[src/hdl/trial_division_prime_test_core_defines.svh]
// assertion macros for the trial division prime test core
// expects clk and arst_n in the scope where a macro is used
`ifndef TRIAL_DIVISION_PRIME_TEST_CORE_DEFINES_SVH
`define TRIAL_DIVISION_PRIME_TEST_CORE_DEFINES_SVH

// same-cycle implication, checked outside reset
`define TDP_ASSERT_NOW(label, ante, cons, msg) \
	label: assert property (@(posedge clk) disable iff (!arst_n) (ante) |-> (cons)) \
		else $error(msg);

// next-cycle implication, checked outside reset
`define TDP_ASSERT_NEXT(label, ante, cons, msg) \
	label: assert property (@(posedge clk) disable iff (!arst_n) (ante) |=> (cons)) \
		else $error(msg);

`endif

[src/hdl/tdp_pkg.sv]
// shared constants and sequencer state type for the prime test core
// no dependencies
`timescale 1ns / 1ps

package tdp_pkg;

	localparam int VALUE_BITS = 20;
	// trial divisors never exceed floor(sqrt(n)) + 1
	localparam int DIV_BITS = VALUE_BITS / 2 + 1;
	// running square of the divisor
	localparam int SQ_BITS = VALUE_BITS + 1;
	// index of the candidate bit fed into the remainder step
	localparam int CNT_BITS = (VALUE_BITS > 1) ? $clog2(VALUE_BITS) : 1;

	typedef enum logic [1:0] {
		ST_IDLE,
		ST_CHECK,
		ST_DIVIDE,
		ST_DONE
	} tdp_state_t;

endpackage

[src/hdl/trial_division_prime_test_core.sv]
// trial division primality test, one shared restoring remainder unit
// depends on tdp_pkg and trial_division_prime_test_core_defines.svh
`timescale 1ns / 1ps
`include "trial_division_prime_test_core_defines.svh"

//  channel | signals                      | direction
//  in      | in_valid in_ready candidate   | request into the core
//  out     | out_valid out_ready is_prime  | result out of the core
//
// candidates 0 and 1 finish in the cycle after the request is taken
// other candidates: per divisor d = 2, 3, ... a check state (d*d > n ends with prime)
// then a divide state that walks all VALUE_BITS candidate bits through the remainder
// the remainder unit shifts in one candidate bit per cycle and is the limiting loop
// in_ready is high only while idle; a result waits in its register until out_ready
// asynchronous reset clears the sequencer only, there is no stored table to clear

module trial_division_prime_test_core
	import tdp_pkg::*;
(
	input  logic                  clk,
	input  logic                  arst_n,
	input  logic                  in_valid,
	output logic                  in_ready,
	input  logic [VALUE_BITS-1:0] candidate,
	output logic                  out_valid,
	input  logic                  out_ready,
	output logic                  is_prime
);

	tdp_state_t state_q, state_d;

	logic [VALUE_BITS-1:0] n_q;
	logic [DIV_BITS-1:0]   div_q;
	logic [SQ_BITS-1:0]    sq_q;
	logic [DIV_BITS-1:0]   rem_q;
	logic [CNT_BITS-1:0]   bit_q;
	logic                  prime_q;

	logic                  in_fire;
	logic                  small_in;
	logic                  sq_over;
	logic [DIV_BITS:0]     trial;
	logic                  trial_ge;
	logic [DIV_BITS-1:0]   rem_next;
	logic                  last_bit;

	assign in_ready  = (state_q == ST_IDLE);
	assign out_valid = (state_q == ST_DONE);
	assign is_prime  = prime_q;
	assign in_fire   = in_valid && in_ready;
	assign small_in  = (candidate < VALUE_BITS'(2));

	// shared remainder step: shift in one candidate bit, subtract divisor if it fits
	assign trial    = {rem_q, n_q[bit_q]};
	assign trial_ge = (trial >= {1'b0, div_q});
	assign rem_next = trial_ge ? DIV_BITS'(trial - {1'b0, div_q}) : DIV_BITS'(trial);
	assign last_bit = (bit_q == CNT_BITS'(0));
	assign sq_over  = (sq_q > {1'b0, n_q});

	always_comb begin
		state_d = state_q;
		case (state_q)
			ST_IDLE: begin
				if (in_fire) begin
					state_d = small_in ? ST_DONE : ST_CHECK;
				end
			end
			ST_CHECK: begin
				state_d = sq_over ? ST_DONE : ST_DIVIDE;
			end
			ST_DIVIDE: begin
				if (last_bit) begin
					state_d = (rem_next == '0) ? ST_DONE : ST_CHECK;
				end
			end
			ST_DONE: begin
				if (out_ready) begin
					state_d = ST_IDLE;
				end
			end
			default: state_d = ST_IDLE;
		endcase
	end

	always_ff @(posedge clk or negedge arst_n) begin
		if (!arst_n) begin
			state_q <= ST_IDLE;
		end else begin
			state_q <= state_d;
		end
	end

	always_ff @(posedge clk) begin
		case (state_q)
			ST_IDLE: begin
				if (in_fire) begin
					n_q     <= candidate;
					div_q   <= DIV_BITS'(2);
					sq_q    <= SQ_BITS'(4);
					prime_q <= 1'b0;
				end
			end
			ST_CHECK: begin
				rem_q <= '0;
				bit_q <= CNT_BITS'(VALUE_BITS - 1);
				if (sq_over) begin
					prime_q <= 1'b1;
				end
			end
			ST_DIVIDE: begin
				rem_q <= rem_next;
				bit_q <= bit_q - CNT_BITS'(1);
				if (last_bit) begin
					if (rem_next == '0) begin
						prime_q <= 1'b0;
					end else begin
						// (d+1)^2 = d^2 + 2d + 1
						div_q <= div_q + DIV_BITS'(1);
						sq_q  <= sq_q + SQ_BITS'({div_q, 1'b1});
					end
				end
			end
			default: begin
			end
		endcase
	end

	// busy (check or divide) is exactly neither ready nor holding a result
	`TDP_ASSERT_NOW(a_ready_result_excl, in_ready, !out_valid, "ready while result held")
	`TDP_ASSERT_NEXT(a_small_flag, in_fire && small_in, out_valid && !is_prime, "bad small flag")
	`TDP_ASSERT_NOW(a_rem_below_div, state_q == ST_DIVIDE, rem_q < div_q, "remainder overflow")
	`TDP_ASSERT_NOW(a_div_floor, !in_ready && !out_valid, div_q >= DIV_BITS'(2), "low divisor")

endmodule

[config.mk]
export PLATFORM = sky130hd
export DESIGN_NAME = trial_division_prime_test_core
export DESIGN_NICKNAME = d
export VERILOG_FILES = /design/src/hdl/tdp_pkg.sv /design/src/hdl/trial_division_prime_test_core.sv
export VERILOG_INCLUDE_DIRS = /design/src /design/src/hdl
export SDC_FILE = /design/constraint.sdc
export NUM_CORES = 1
export LEC_CHECK = 0
export BUFFER_PORTS_ARGS = -buffer_cell sky130_fd_sc_hd__buf_2
export CAP_MARGIN = 20
export CORE_MARGIN = 2
export CORE_UTILIZATION = 40
export DETAILED_ROUTE_END_ITERATION = 7
export GPL_TIMING_DRIVEN = 1
export HOLD_SLACK_MARGIN = 0.05
export PLACE_DENSITY = 0.64
export SLEW_MARGIN = 20
export SYNTH_ARGS = -nofsm -noshare
export SYNTH_HDL_FRONTEND = slang
export SYNTH_SLANG_ARGS = --single-unit
export TNS_END_PERCENT = 20
[constraint.sdc]
create_clock -name clk -period 15.7 [get_ports clk]
set_input_delay 1.57 -clock clk [delete_from_list [all_inputs] [get_ports clk]]
set_output_delay 1.57 -clock clk [all_outputs]
set_load 0.02 [all_outputs]
==> impl_metrics.env <==
export IMPL_multi_input_area_um2=2560
export IMPL_worst_setup_path_end_kind="register"
export IMPL_setup_violations=0
export IMPL_synthArstFlopShare_pct=2.82
export IMPL_postCtsHoldBufs=0
export IMPL_nNetsFinal=571
export IMPL_grtUsageTotal_pct=17.5
export IMPL_drive_above_1_share_pct=12.5
export IMPL_start_util_pct=40.8
export IMPL_num_antenna_cells=0
export IMPL_io_buffers=26
export IMPL_hp_class="reg2reg"
export IMPL_slew_viol_final=0
export IMPL_fp_dieH_um=115
export IMPL_synth_mux_area_share_pct=4.92
export IMPL_synth_warnings=0
export IMPL_cts_setup_buffers=0
export IMPL_skew_ns=0.00965
export IMPL_synth_seq_area_share_pct=43.4
export IMPL_whs_path_depth=1
export IMPL_grt_pass1_vias=3511
export IMPL_insertion_delay_ns=0.34
export IMPL_min_period_ns=5.23
export IMPL_max_freq_mhz=191
export IMPL_grt_pass1_wl_um=17800
export IMPL_cts_max_level=3
export IMPL_cts_tree="done"
export IMPL_drv_cap=0
export IMPL_route_final_wire_length_um=10800
export IMPL_firstDrtPassIters=5
export IMPL_max_slew_margin_pct=44.9
export IMPL_die_area_um2=13100
export IMPL_cts_buffers=9
export IMPL_vias=3593
export IMPL_rsz0062_at_grt="no"
export IMPL_synthXorXnorAreaFrac_pct=4.48
export IMPL_ys_ff_latch=71
export IMPL_rows=40
export IMPL_yosysUniqueCellTypes=57
export IMPL_worst_setup_path_start_kind="register"
export IMPL_clk_pin_slew_ns=0.06
export IMPL_synth_top_area_share_pct=42.4
export IMPL_synth_fa_ha_area_share_pct=13.1
export IMPL_wl_met3_um=559
export IMPL_ios=27
export IMPL_antenna_found_initial=0
export IMPL_path_class="reg2reg"
export IMPL_cts_buffer_depth=2
export IMPL_yosys_area_share_simple_pct=16.7
export IMPL_met2_wirelength_um=4850
export IMPL_synth_edf_count=69
export IMPL_status="finished, final reports clean"
export IMPL_drt_iter0_drc=283
export IMPL_layout_common_cells="69 x edfxtp_1, 48 x ha_1, 46 x inv_1"
export IMPL_syn_nets=541
export IMPL_synth_top_family_by_area="simple AND/OR/NAND/NOR gates"
export IMPL_final_common_cell="edfxtp_1"
export IMPL_synth_area_leader_cell="edfxtp_1"
export IMPL_grt_start_max_net_pins=42
export IMPL_critical_path_max_fanout=32
export IMPL_synth_compound_area_share_pct=12.9
export IMPL_ctsResizeCount=0
export IMPL_required_ns=15.74
export IMPL_fin_setup_tns_ns=0
export IMPL_synthCells=467
export IMPL_avgViaCountPerCell=5.54
export IMPL_avgSynthCellArea_um2=10.5
export IMPL_dr_max_layer_used="met4"
export IMPL_worst_slack_ns=10.47
export IMPL_n_fill_cell=1105
export IMPL_netlist_area_um2=4880
export IMPL_finalCritPeriodShare_pct=33.3
export IMPL_clock_sinks=71
export IMPL_dp_hpwl_um=8050
export IMPL_core_area_um2=12000
export IMPL_worst_pin_slew_ns=0.827
export IMPL_worst_r2r_cell_count=16
export IMPL_die_x_um=115
export IMPL_gp_congestion=0.908
export IMPL_overflow=0
export IMPL_crit_arrival_ns=5.27
export IMPL_synthFlopType="edfxtp_1"
export IMPL_wire_per_inst_um=16.7
export IMPL_wl_met1_um=5250
export IMPL_ys_top_cells_by_area="edfxtp_1 42%, ha_1 12%, inv_1 3.5%"
export IMPL_root_buffer="clkbuf_16"
export IMPL_pre_cts_slack_ns=10.50
export IMPL_register_area_um2=2120
export IMPL_syn_to_final_growth_pct=12.1
export IMPL_ant_nets=0
export IMPL_drcViolationCount=0
export IMPL_hold_violations=0
## worst paths after layout
path                           from    endpoint  slack [ns]
max                        bit_q[0]     sq_q[1]       10.47
min                         sq_q[0]     sq_q[0]        0.61
max reg2reg                bit_q[0]     sq_q[1]       10.47
min reg2reg                 sq_q[0]     sq_q[0]        0.61
max in group asynchronous    arst_n  state_q[1]       14.59
min in group asynchronous    arst_n  state_q[0]        1.01
## worst max-delay path, stage by stage, from the launching register on
cell      delay, ns
edfxtp_1       0.56
mux4_1         0.61
mux4_2         0.48
nor2b_4        0.15
a31oi_4        0.18
ha_1           0.19
inv_1          0.06
fa_1           0.40
nand3_1        0.14
nand2_2        0.08
xor2_1         0.16
or3_1          0.30
or4_1          0.49
o41ai_2        0.44
and4_1         0.32
a211oi_4       0.04
buf_4          0.29
## Yosys cell counts (5+ instances only)
| master | n |
|---|---|
| ha_1 | 48 |
| and3_1 | 5 |
| clkbuf_1 | 7 |
| nor3_1 | 13 |
| or3_1 | 9 |
| xor2_1 | 10 |
| nor2b_1 | 6 |
| nand4_1 | 7 |
| and2_1 | 6 |
| o211ai_1 | 6 |
| nor4_1 | 9 |
| a21oi_1 | 23 |
| xnor2_1 | 15 |
| edfxtp_1 | 69 |
| a21o_1 | 11 |
| a31oi_1 | 6 |
| nand2_1 | 22 |
| nand3_1 | 13 |
| mux2i_1 | 8 |
| inv_1 | 46 |
| nor2_1 | 45 |
| o21ai_0 | 25 |
## flip-flops by register name, indices dropped and copies added, names as in the netlist
register and count:
n_q 20, rem_q 11, sq_q 21, bit_q 5
div_q 11, is_prime 1, state_q 2
## final cells by class
| cell class | instances | area share, % |
|---|---|---|
| Clock buffer | 9 | 4.11 |
| Clock inverter | 7 | 1.17 |
| Inverter | 46 | 3.15 |
| Multi-Input combinational cell | 340 | 46.7 |
| Sequential cell | 71 | 38.7 |
| Tap cell | 147 | 3.36 |
| Timing Repair Buffer | 29 | 2.79 |
## kinds of logic (layout without fill, tap and decap cells)
kind of cell,Yosys count,count (layout)
AOI/OAI and AO/OA,94,94
xor gates and xnor gates,25,25
adders and majority gates,50,50
buffers and inverters,56,91
DFF,71,71
muxes,15,15
and+or+nand+nor,156,156
## routing by layer
metal,global-route usage (%),vias up
li1,-,1796
met1,24.7,1675
met2,26.9,110
met3,3.18,12
met4,6.26,0
met5,0,-
## per-stage QoR
step           util [%]  area [um2]  hold slack (ns)  instances
5_1_grt            45.8        5480            0.634        649
4_1_cts            45.8        5480            0.595        649
3_3_place_gp       43.4        5190            0.577        633
3_5_place_dp       43.4        5190            0.584        633
2_1_floorplan         -        4880            0.555        467
6_report           45.8        5480            0.609        649
Power is left out: the tool's default activity adds up to more than one toggle a clock period on the data nets, which glitch-free logic cannot reach.
